==> config.mk <==
export PLATFORM = sky130hd
export DESIGN_NAME = heading_pid_with_slewed_target_top_flat
export DESIGN_NICKNAME = d
export VERILOG_FILES = /design/src/rtl/hps_pkg.sv /design/src/rtl/hps_item_if.sv /design/src/rtl/hps_result_if.sv /design/src/rtl/hps_cfg_if.sv /design/src/rtl/heading_pid_with_slewed_target_top.sv /design/src/flat_wrapper.sv
export SDC_FILE = /design/constraint.sdc
export NUM_CORES = 2
export LEC_CHECK = 0
export ABC_AREA = 0
export BUFFER_PORTS_ARGS = -buffer_cell sky130_fd_sc_hd__buf_2
export CORE_MARGIN = 3
export CORE_UTILIZATION = 37
export DETAILED_ROUTE_END_ITERATION = 10
export PLACE_DENSITY_LB_ADDON = 0.1
export SLEW_MARGIN = 20
export SYNTH_ARGS = -nofsm -noshare
export SYNTH_HDL_FRONTEND = slang
export SYNTH_SLANG_ARGS = --single-unit
==> constraint.sdc <==
create_clock -name clk -period 5.4 [get_ports clk]
set_input_delay 1.08 -clock clk [delete_from_list [all_inputs] [get_ports clk]]
set_output_delay 1.08 -clock clk [all_outputs]
set_load 0.02 [all_outputs]
==> src/rtl/hps_pkg.sv <==
`timescale 1ns / 1ps
// ----------------------------------------------------------------------------
// hps_pkg: shared types, constants and helpers
// Widths, angle constants and register indexes of the heading controller.
// ----------------------------------------------------------------------------
package hps_pkg;

    localparam int INTEGRAL_WIDTH = 48;
    localparam int GAIN_FRAC_BITS = 16;

    localparam int GAIN_W   = 24;
    localparam int ANGLE_W  = 16;
    localparam int SLEW_W   = 20;
    localparam int DT_W     = 16;
    localparam int DRIVE_W  = 32;
    localparam int ABSERR_W = 15;
    localparam int CFG_IDX_W  = 3;
    localparam int CFG_DATA_W = 24;

    // Serial multiplier: wide operand A, shifted operand B.
    localparam int MUL_A_W = INTEGRAL_WIDTH;
    localparam int MUL_B_W = GAIN_W;
    localparam int PROD_W  = MUL_A_W + MUL_B_W;
    localparam int QUOT_W  = PROD_W + 8;
    localparam int TERM_W  = 64;
    localparam int SUM_W   = TERM_W + 2;
    localparam int DIV_W   = 32;

    localparam int FULL_TURN = 46080;
    localparam int HALF_TURN = 23040;

    localparam logic [CFG_IDX_W-1:0] REG_GAIN_P = 3'd0;
    localparam logic [CFG_IDX_W-1:0] REG_GAIN_I = 3'd1;
    localparam logic [CFG_IDX_W-1:0] REG_GAIN_D = 3'd2;
    localparam logic [CFG_IDX_W-1:0] REG_GOAL   = 3'd3;
    localparam logic [CFG_IDX_W-1:0] REG_SLEW   = 3'd4;

    localparam logic [QUOT_W-1:0] TERM_LIMIT = QUOT_W'(1) << 61;

    typedef logic signed [ANGLE_W:0] angle_diff_t;

    // Wrap a difference of two in-range angles to the half-turn band.
    function automatic angle_diff_t hps_wrap(input angle_diff_t e);
        angle_diff_t r;
        r = e;
        if (e > angle_diff_t'(HALF_TURN))
            r = e - angle_diff_t'(FULL_TURN);
        else if (e < -angle_diff_t'(HALF_TURN))
            r = e + angle_diff_t'(FULL_TURN);
        return r;
    endfunction

    // Signed floor of a shifted magnitude product, clamped in magnitude.
    function automatic logic signed [TERM_W-1:0] hps_term(input logic [QUOT_W-1:0] q,
                                                          input logic rem,
                                                          input logic neg);
        logic [QUOT_W-1:0] m;
        logic [TERM_W-1:0] mt;
        if (q > TERM_LIMIT)
            m = TERM_LIMIT;
        else if (neg && rem && (q < TERM_LIMIT))
            m = q + QUOT_W'(1);
        else
            m = q;
        mt = m[TERM_W-1:0];
        return neg ? -$signed(mt) : $signed(mt);
    endfunction

endpackage

==> src/rtl/hps_item_if.sv <==
`timescale 1ns / 1ps
// ----------------------------------------------------------------------------
// hps_item_if: input item channel
// Valid/ready channel carrying the time step and the measured heading.
// ----------------------------------------------------------------------------
interface hps_item_if;
    logic        valid;
    logic        ready;
    logic [15:0] step_time;
    logic [15:0] measured_heading;

    modport source (output valid, output step_time, output measured_heading, input ready);
    modport sink   (input valid, input step_time, input measured_heading, output ready);
endinterface

==> src/rtl/hps_result_if.sv <==
`timescale 1ns / 1ps
// ----------------------------------------------------------------------------
// hps_result_if: result channel
// Valid/ready channel carrying the drive and the error magnitude.
// ----------------------------------------------------------------------------
interface hps_result_if;
    logic               valid;
    logic               ready;
    logic signed [31:0] drive;
    logic [14:0]        abs_error;

    modport source (output valid, output drive, output abs_error, input ready);
    modport sink   (input valid, input drive, input abs_error, output ready);
endinterface

==> src/rtl/hps_cfg_if.sv <==
`timescale 1ns / 1ps
// ----------------------------------------------------------------------------
// hps_cfg_if: configuration write channel
// Valid/ready channel carrying a register index and its write data.
// ----------------------------------------------------------------------------
interface hps_cfg_if;
    logic        valid;
    logic        ready;
    logic [2:0]  index;
    logic [23:0] data;

    modport source (output valid, output index, output data, input ready);
    modport sink   (input valid, input index, input data, output ready);
endinterface

==> src/rtl/heading_pid_with_slewed_target_top.sv <==
`timescale 1ns / 1ps
// ----------------------------------------------------------------------------
// heading_pid_with_slewed_target_top: heading PID with a slewed setpoint
// Sequential PID controller built around a bit-serial multiplier and a
// bit-serial restoring divider.
// ----------------------------------------------------------------------------
// One item is worked on at a time. From the input transfer to the result
// being valid, five products pass in turn through the shared bit-serial
// multiplier (slew reach, integral increment, and the P, I and D terms),
// with hand-overs between them for the slewing, the error and the final
// sum. The derivative divide runs one quotient bit per cycle alongside the
// multiplier and adds no time. The result sits in an output register, so
// the next item is accepted in the cycle after the previous result has been
// loaded there, even if it has not yet been taken.
// A result that is still waiting when the next one is ready holds the block
// in its final state until it has been taken.
// Configuration writes are always accepted and take effect at once; they
// should be made only while the block is idle.
// ----------------------------------------------------------------------------
module heading_pid_with_slewed_target_top
    import hps_pkg::*;
(
    input  logic          clk,
    input  logic          rst_n,
    hps_item_if.sink      req,
    hps_result_if.source  rsp,
    hps_cfg_if.sink       cfg
);

    typedef enum logic [3:0] {
        S_IDLE, S_REACH, S_ERR, S_INC, S_PTERM, S_ITERM, S_DTERM, S_SUM
    } state_t;

    localparam int MCNT_W = $clog2(MUL_B_W + 1);
    localparam int DCNT_W = $clog2(DIV_W + 1);
    localparam int IW     = INTEGRAL_WIDTH;
    localparam int F      = GAIN_FRAC_BITS;
    localparam int FI     = GAIN_FRAC_BITS + 16;

    localparam logic signed [IW+1:0] IMAX = (IW+2)'((65'sd1 <<< (IW - 1)) - 65'sd1);
    localparam logic signed [IW+1:0] IMIN = -IMAX - (IW+2)'(1);

    state_t state_reg;

    // Configuration registers
    logic signed [GAIN_W-1:0] gain_p_reg, gain_i_reg, gain_d_reg;
    logic [ANGLE_W-1:0]       goal_reg;
    logic [SLEW_W-1:0]        slew_reg;

    // Controller state
    logic [ANGLE_W-1:0]        vgoal_reg;
    logic signed [ANGLE_W-1:0] last_err_reg;
    logic signed [IW-1:0]      isum_reg;

    // Per-item working registers
    logic [ANGLE_W-1:0]        heading_reg;
    logic [DT_W-1:0]           dt_reg;
    angle_diff_t               remain_reg;
    logic signed [ANGLE_W-1:0] err_reg;
    logic signed [TERM_W-1:0]  term_p_reg, term_i_reg, term_d_reg;

    // Bit-serial multiplier: {high, low} shifts right one bit per cycle
    logic [MUL_A_W-1:0] mul_a_reg;
    logic [PROD_W-1:0]  prod_reg;
    logic [MCNT_W-1:0]  mul_cnt_reg;
    logic               mul_neg_reg;

    // Bit-serial restoring divider
    logic [DIV_W-1:0]   dvd_reg;
    logic [DT_W-1:0]    drem_reg;
    logic [DCNT_W-1:0]  div_cnt_reg;
    logic               div_neg_reg;

    // Output register
    logic                      out_valid_reg;
    logic signed [DRIVE_W-1:0] drive_reg;
    logic [ABSERR_W-1:0]       abs_err_reg;

    assign req.ready     = (state_reg == S_IDLE);
    assign cfg.ready     = 1'b1;
    assign rsp.valid     = out_valid_reg;
    assign rsp.drive     = drive_reg;
    assign rsp.abs_error = abs_err_reg;

    // Multiplier step
    logic [MUL_A_W:0] mul_add;
    assign mul_add = {1'b0, prod_reg[PROD_W-1:MUL_B_W]}
                   + {1'b0, (prod_reg[0] ? mul_a_reg : '0)};

    // Divider step
    logic [DT_W:0] div_trial;
    logic          div_ge;
    assign div_trial = {drem_reg, dvd_reg[DIV_W-1]};
    assign div_ge    = (div_trial >= {1'b0, dt_reg});

    // Heading reduced into one turn
    logic [ANGLE_W-1:0] heading_in;
    assign heading_in = (req.measured_heading >= ANGLE_W'(FULL_TURN))
                      ? req.measured_heading - ANGLE_W'(FULL_TURN)
                      : req.measured_heading;

    // Slew decision from the reach product
    logic [35:0]          reach;
    logic [ANGLE_W-2:0]   remain_mag;
    logic signed [21:0]   vg_step;
    logic signed [21:0]   vg_moved;
    logic [ANGLE_W-1:0]   vg_wrapped;
    always_comb
    begin
        reach      = prod_reg[35:0];
        remain_mag = remain_reg[ANGLE_W] ? 15'(-remain_reg) : 15'(remain_reg);
        vg_step    = $signed({2'b00, reach[35:16]});
        vg_moved   = (remain_reg > 0) ? $signed({6'd0, vgoal_reg}) + vg_step
                                      : $signed({6'd0, vgoal_reg}) - vg_step;
        if (vg_moved >= 22'sd46080)
            vg_wrapped = 16'(vg_moved - 22'sd46080);
        else if (vg_moved < 0)
            vg_wrapped = 16'(vg_moved + 22'sd46080);
        else
            vg_wrapped = 16'(vg_moved);
    end

    // Error, derivative numerator
    angle_diff_t        err_new;
    logic signed [17:0] err_delta;
    logic [16:0]        delta_mag;
    logic [ANGLE_W-2:0] err_mag;
    always_comb
    begin
        err_new   = -hps_wrap($signed({1'b0, heading_reg}) - $signed({1'b0, vgoal_reg}));
        err_delta = 18'(err_new) - 18'(last_err_reg);
        delta_mag = err_delta[17] ? 17'(-err_delta) : 17'(err_delta);
        err_mag   = err_reg[ANGLE_W-1] ? 15'(-err_reg) : 15'(err_reg);
    end

    // Integral update
    logic signed [IW+1:0] inc_s;
    logic signed [IW+1:0] isum_x;
    logic signed [IW-1:0] isum_new;
    always_comb
    begin
        inc_s  = mul_neg_reg ? -$signed({2'b00, prod_reg[IW-1:0]})
                             :  $signed({2'b00, prod_reg[IW-1:0]});
        isum_x = $signed({{2{isum_reg[IW-1]}}, isum_reg}) + inc_s;
        if (isum_x > IMAX)
            isum_new = IMAX[IW-1:0];
        else if (isum_x < IMIN)
            isum_new = IMIN[IW-1:0];
        else
            isum_new = isum_x[IW-1:0];
    end

    // Floored terms at the two scalings
    logic signed [TERM_W-1:0] term_f, term_fi;
    always_comb
    begin
        term_f  = hps_term(QUOT_W'(prod_reg) >> F,  |prod_reg[F-1:0],  mul_neg_reg);
        term_fi = hps_term(QUOT_W'(prod_reg) >> FI, |prod_reg[FI-1:0], mul_neg_reg);
    end

    // Drive sum and saturation
    logic signed [SUM_W-1:0]   drive_sum;
    logic signed [DRIVE_W-1:0] drive_sat;
    always_comb
    begin
        drive_sum = SUM_W'(term_p_reg) + SUM_W'(term_i_reg) + SUM_W'(term_d_reg);
        if (drive_sum > SUM_W'(32'sh7FFFFFFF))
            drive_sat = 32'sh7FFFFFFF;
        else if (drive_sum < -SUM_W'(64'sd2147483648))
            drive_sat = -32'sh7FFFFFFF - 32'sd1;
        else
            drive_sat = drive_sum[DRIVE_W-1:0];
    end

    function automatic logic [MUL_B_W-1:0] gain_mag(input logic signed [GAIN_W-1:0] g);
        return g[GAIN_W-1] ? MUL_B_W'(-g) : MUL_B_W'(g);
    endfunction

    always_ff @(posedge clk or negedge rst_n)
    begin
        if (!rst_n)
        begin
            state_reg     <= S_IDLE;
            gain_p_reg    <= '0;
            gain_i_reg    <= '0;
            gain_d_reg    <= '0;
            goal_reg      <= '0;
            slew_reg      <= '0;
            vgoal_reg     <= '0;
            last_err_reg  <= '0;
            isum_reg      <= '0;
            heading_reg   <= '0;
            dt_reg        <= '0;
            remain_reg    <= '0;
            err_reg       <= '0;
            term_p_reg    <= '0;
            term_i_reg    <= '0;
            term_d_reg    <= '0;
            mul_a_reg     <= '0;
            prod_reg      <= '0;
            mul_cnt_reg   <= '0;
            mul_neg_reg   <= 1'b0;
            dvd_reg       <= '0;
            drem_reg      <= '0;
            div_cnt_reg   <= '0;
            div_neg_reg   <= 1'b0;
            out_valid_reg <= 1'b0;
            drive_reg     <= '0;
            abs_err_reg   <= '0;
        end
        else
        begin
            if (cfg.valid)
            begin
                unique case (cfg.index)
                    REG_GAIN_P: gain_p_reg <= $signed(cfg.data);
                    REG_GAIN_I: gain_i_reg <= $signed(cfg.data);
                    REG_GAIN_D: gain_d_reg <= $signed(cfg.data);
                    REG_GOAL:
                    begin
                        if (cfg.data[15:0] >= ANGLE_W'(FULL_TURN))
                            goal_reg <= cfg.data[15:0] - ANGLE_W'(FULL_TURN);
                        else
                            goal_reg <= cfg.data[15:0];
                    end
                    REG_SLEW:   slew_reg <= cfg.data[SLEW_W-1:0];
                    default:    ;
                endcase
            end

            // In the final state the output register is handled there instead.
            if (rsp.ready && (state_reg != S_SUM))
                out_valid_reg <= 1'b0;

            if (mul_cnt_reg != '0)
            begin
                prod_reg    <= {mul_add, prod_reg[MUL_B_W-1:1]};
                mul_cnt_reg <= mul_cnt_reg - MCNT_W'(1);
            end

            if (div_cnt_reg != '0)
            begin
                drem_reg    <= div_ge ? DT_W'(div_trial - {1'b0, dt_reg}) : div_trial[DT_W-1:0];
                dvd_reg     <= {dvd_reg[DIV_W-2:0], div_ge};
                div_cnt_reg <= div_cnt_reg - DCNT_W'(1);
            end

            unique case (state_reg)
                S_IDLE:
                begin
                    if (req.valid)
                    begin
                        heading_reg <= heading_in;
                        dt_reg      <= req.step_time;
                        remain_reg  <= hps_wrap($signed({1'b0, goal_reg})
                                              - $signed({1'b0, vgoal_reg}));
                        mul_a_reg   <= MUL_A_W'(slew_reg);
                        prod_reg    <= PROD_W'(req.step_time);
                        mul_neg_reg <= 1'b0;
                        mul_cnt_reg <= MCNT_W'(MUL_B_W);
                        state_reg   <= S_REACH;
                    end
                end
                S_REACH:
                begin
                    if (mul_cnt_reg == '0)
                    begin
                        if ({5'd0, remain_mag, 16'd0} < reach)
                            vgoal_reg <= goal_reg;
                        else
                            vgoal_reg <= vg_wrapped;
                        state_reg <= S_ERR;
                    end
                end
                S_ERR:
                begin
                    err_reg      <= err_new[ANGLE_W-1:0];
                    last_err_reg <= err_new[ANGLE_W-1:0];
                    drem_reg     <= '0;
                    div_neg_reg  <= err_delta[17];
                    if (dt_reg != '0)
                    begin
                        dvd_reg     <= {delta_mag[15:0], 16'd0};
                        div_cnt_reg <= DCNT_W'(DIV_W);
                    end
                    else
                    begin
                        dvd_reg     <= '0;
                        div_cnt_reg <= '0;
                    end
                    mul_a_reg   <= err_new[ANGLE_W] ? MUL_A_W'(-err_new) : MUL_A_W'(err_new);
                    prod_reg    <= PROD_W'(dt_reg);
                    mul_neg_reg <= err_new[ANGLE_W];
                    mul_cnt_reg <= MCNT_W'(MUL_B_W);
                    state_reg   <= S_INC;
                end
                S_INC:
                begin
                    if (mul_cnt_reg == '0)
                    begin
                        isum_reg    <= isum_new;
                        mul_a_reg   <= MUL_A_W'(err_mag);
                        prod_reg    <= PROD_W'(gain_mag(gain_p_reg));
                        mul_neg_reg <= err_reg[ANGLE_W-1] ^ gain_p_reg[GAIN_W-1];
                        mul_cnt_reg <= MCNT_W'(MUL_B_W);
                        state_reg   <= S_PTERM;
                    end
                end
                S_PTERM:
                begin
                    if (mul_cnt_reg == '0)
                    begin
                        term_p_reg  <= term_f;
                        mul_a_reg   <= isum_reg[IW-1] ? MUL_A_W'(-isum_reg)
                                                      : MUL_A_W'(isum_reg);
                        prod_reg    <= PROD_W'(gain_mag(gain_i_reg));
                        mul_neg_reg <= isum_reg[IW-1] ^ gain_i_reg[GAIN_W-1];
                        mul_cnt_reg <= MCNT_W'(MUL_B_W);
                        state_reg   <= S_ITERM;
                    end
                end
                S_ITERM:
                begin
                    if ((mul_cnt_reg == '0) && (div_cnt_reg == '0))
                    begin
                        term_i_reg  <= term_fi;
                        mul_a_reg   <= MUL_A_W'(dvd_reg);
                        prod_reg    <= PROD_W'(gain_mag(gain_d_reg));
                        mul_neg_reg <= div_neg_reg ^ gain_d_reg[GAIN_W-1];
                        mul_cnt_reg <= MCNT_W'(MUL_B_W);
                        state_reg   <= S_DTERM;
                    end
                end
                S_DTERM:
                begin
                    if (mul_cnt_reg == '0)
                    begin
                        term_d_reg <= term_f;
                        state_reg  <= S_SUM;
                    end
                end
                S_SUM:
                begin
                    if (!out_valid_reg || rsp.ready)
                    begin
                        out_valid_reg <= 1'b1;
                        drive_reg     <= drive_sat;
                        abs_err_reg   <= err_mag;
                        state_reg     <= S_IDLE;
                    end
                end
                default: state_reg <= S_IDLE;
            endcase
        end
    end

endmodule

==> src/flat_wrapper.sv <==
// flat-port wrapper written by rule: the top's interface ports become plain ports
module heading_pid_with_slewed_target_top_flat import hps_pkg::*;
  (clk, rst_n, req_valid, req_step_time, req_measured_heading, req_ready, rsp_valid, rsp_drive, rsp_abs_error, rsp_ready, cfg_valid, cfg_index, cfg_data, cfg_ready);
  hps_item_if req_i ();
  hps_result_if rsp_i ();
  hps_cfg_if cfg_i ();
  input  logic clk;
  input  logic rst_n;
  input wire logic [$bits(req_i.valid)-1:0] req_valid;
  input wire logic [$bits(req_i.step_time)-1:0] req_step_time;
  input wire logic [$bits(req_i.measured_heading)-1:0] req_measured_heading;
  output wire logic [$bits(req_i.ready)-1:0] req_ready;
  output wire logic [$bits(rsp_i.valid)-1:0] rsp_valid;
  output wire logic [$bits(rsp_i.drive)-1:0] rsp_drive;
  output wire logic [$bits(rsp_i.abs_error)-1:0] rsp_abs_error;
  input wire logic [$bits(rsp_i.ready)-1:0] rsp_ready;
  input wire logic [$bits(cfg_i.valid)-1:0] cfg_valid;
  input wire logic [$bits(cfg_i.index)-1:0] cfg_index;
  input wire logic [$bits(cfg_i.data)-1:0] cfg_data;
  output wire logic [$bits(cfg_i.ready)-1:0] cfg_ready;
  assign req_i.valid = req_valid;
  assign req_i.step_time = req_step_time;
  assign req_i.measured_heading = req_measured_heading;
  assign req_ready = req_i.ready;
  assign rsp_valid = rsp_i.valid;
  assign rsp_drive = rsp_i.drive;
  assign rsp_abs_error = rsp_i.abs_error;
  assign rsp_i.ready = rsp_ready;
  assign cfg_i.valid = cfg_valid;
  assign cfg_i.index = cfg_index;
  assign cfg_i.data = cfg_data;
  assign cfg_ready = cfg_i.ready;
  heading_pid_with_slewed_target_top u_core (.clk(clk), .rst_n(rst_n), .req(req_i), .rsp(rsp_i), .cfg(cfg_i));
endmodule
==> metrics.md <==
| Metric | Value |
|---|---|
| Remaining DRCs | 0 |
| CTS tree | done |
| Post-DRT Antenna Nets | 0 |
| Post-synth EDFFs | 0 |
| Post-synth top cells | 902 x nand2_1, 661 x dfrtp_1, 649 x o21ai_0 |
| Synth top area share | around a third |
| Dpl ws | -0.346 ns |
| Fin cells | 8645 |
| PnR worst setup slack | -0.0211 ns |
| Post-Syn Area | 52600 sq um |
| CP Capture Type | flip-flop |
| CP required | 6.00 ns |
| Wire per inst | 23.5 microns |
| CP Launch Type | flip-flop |
| Cells on worst reg2reg path | 21 |
| Count leader, synth | nand2_1 |
| # placed instances | around 8500 |
| Depth of the CTS H-tree | 3 |
| Reg2Reg Launch Point | u_core.prod_reg[1] |
| DIE AREA | 147000 sq um |
| Gr usage total | 27.0% |
| # IOs | 114 |
| Routability cong. | between 0.9 and 1 |
| Yosys warnings | 0 |
| Failing checks | setup timing |
| Area growth from synthesis to layout | 19.2% |
| R2R Path End | u_core.isum_reg[4] |
| Worst-case clock buffer depth | 3 |
| Layout cells sized above 1 | approximately 17% |
| Vias in the first global route | 47586 |
| RSZ-0062 raised after global routing | yes |
| Initial Util | 37.5% |
| Static leakage | 0.0290 uW |
| Hold Crit Class | primary input to async pin |
| Worst Path Arrival | between 6 and 7 ns |
| Post-Syn Area per Cell | about 8.3 sq um |
| Share of flip-flops with an asynchronous set or reset | 100% |
| Die outline width | 383 microns |
| Syn Inst Count | 6333 |
| Max-slew headroom | 14.7% |
| Row cnt | 137 |
| First-pass GRT wire length | 304000 microns |
| Die height | 383 microns |
| Max reg flops | 72 |
| Antenna violations before repair | 6 |
| Total congestion overflow | 0 |
| Least-Margin Pin Slew | 1.28 ns |
| Max-slew violation count | 0 |
| Synth top area cells | dfrtp_1 31%, ha_1 7.3%, xnor2_1 6.8% |
| Setup TNS | -0.0415 ns |
| PortBufs | 112 |
| Drt initial violations | 3798 |
| Worst-path clk slew | 0.06 ns |
| Vias | about 50000 |
| Syn_nets | about 6800 |
| Setup violators final | 5 |
| Post-synthesis register bit count | about 660 |
| Outcome | complete, but fails checks |
| Layout Nets | 7139 |
| Drt first pass iters | 7 |
| Core footprint | 140000 sq um |
| Num CTS Buffers | 86 |
| Min cycle time layout | 5.42 ns |
| Cell taking the most area after synthesis | dfrtp_1 |
| Pin count of the biggest net entering global routing | 97 |
| Final hold slack | 0.412 ns |
| Skew-Pair Late Insertion Delay | 0.72 ns |
| Final WL | 203000 microns |
| Detailed Place HPWL | around 160000 microns |
| Detailed-route vias per instance | 5.65 |
| Max IR drop VDD | approximately 0.00026 V |
| Crit path kind | flip-flop to flip-flop |
| Hold-fix buffers, CTS | 0 |
| Worst Skew | 0.0404 ns |
| Final Hold Viols | 0 |
| Max Freq | 184 MHz |
| Synth Flop Type | dfrtp_1 |
| Setup crit end | u_core.isum_reg[4] |
| PwrDens | 245 nW/um^2 |
| Sinks on the clock net | ~660 |
| Sequential element share of the synthesized area | 31.4% |
| Post-synth cell types | 113 |
| Flop2flop setup slack | -0.02 ns |
| Crit path from | u_core.prod_reg[1] |
| Tcrit/Tclk final | 100% |
| CTS root buffer | clkbuf_16 |
| Max Cap Viol | 0 |
| Worst-path fanout max | 5 |
-- area by class of cell --
type,instances,area [sq um]
multi-input combinational,5131,35400
clock buffer,118,2490
antenna,5,12.5
timing repair buffer,604,4590
clock inverter,38,562
sequential,661,16500
inverter,212,796
fill,13961,77600
tap,1876,2350
-- per-layer routing --
metal  global-route usage, %  wire (microns)
met1                    34.7           87700
met2                    45.7           96800
met3                    3.25            8540
met4                    11.3            9710
met5                       0              27
-- stage by stage --
| stage | utilization (%) | total power [uW] | cell area, sq um |
|---|---|---|---|
| 2_1_floorplan | - | 7610 | 52700 |
| 3_3_place_gp | 41.4 | 8900 | 58100 |
| 3_5_place_dp | 41.4 | 8900 | 58100 |
| 4_1_cts | 43.7 | 15300 | 61300 |
| 5_1_grt | 44.7 | 16100 | 62700 |
| 6_report | 44.7 | 15400 | 62700 |
-- worst min-delay path by stage --
stage                       endpoint  slack (ns)  depth (start not counted)
2_1_floorplan   u_core.mul_a_reg[47]        0.44                          2
3_3_place_gp    u_core.rsp.drive[31]        0.46                          2
3_5_place_dp     u_core.rsp.drive[8]        0.46                          2
4_1_cts           u_core.dvd_reg[21]        0.39                          1
5_1_grt        u_core.term_p_reg[13]        0.44                          1
6_report       u_core.term_p_reg[13]        0.41                          1
-- worst max-delay path, cell delays in order (launching register included) --
cell and delay (ns):
dfrtp_1 0.42, nor4_4 0.34, nand3_2 0.15, or3_4 0.42
or2_4 0.27, nor3_4 0.22, nand3_2 0.11, or4_4 0.59
buf_6 0.15, nor3_4 0.22, nand2b_1 0.15, xnor2_1 0.10
ha_1 0.33, nand3_1 0.09, or2_4 0.26, o311ai_4 0.30
a21oi_2 0.11, mux2_2 0.31, a211o_4 0.40, buf_12 0.17
nand3_1 0.10, a21oi_2 0.06
-- cell families (layout without fill, tap and decap cells) --
logic type	after synthesis	after routing	synth area share, %
fa+ha+maj	379	379	10.0
other cells	1	6	0.00712
compound gates	1900	1901	22.6
xor+xnor	609	609	10.2
buf+inv	542	972	4.00
flops	661	661	31.4
simple gates	2098	2098	18.8
mux	143	143	2.97
-- repair_timing --
| item | CTS | global route |
|---|---|---|
| resized for setup | 25 | 239 |
| endpoints found under the setup margin | 77 | 123 |
| buffers inserted | 3 | 17 |
| cloned | 1 | 9 |
| pin swaps | 8 | 70 |
-- layout by cell type (no fill, tap or decap), types with 134 or more instances in the layout --
master / n
xor2_1: 193
a21o_1: 158
dfrtp_1: 659
inv_1: 202
nor2_1: 363
xnor2_1: 403
nand3_1: 134
a21oi_1: 414
buf_4: 459
o21ai_0: 630
ha_1: 294
nand2_1: 897
-- power breakdown --
part	switching [uW]	internal [uW]
Combinational	2090	1620
Clock	2470	3770
Sequential	284	5150
Total	4840	10500
(Power assumes the default switching activity.)
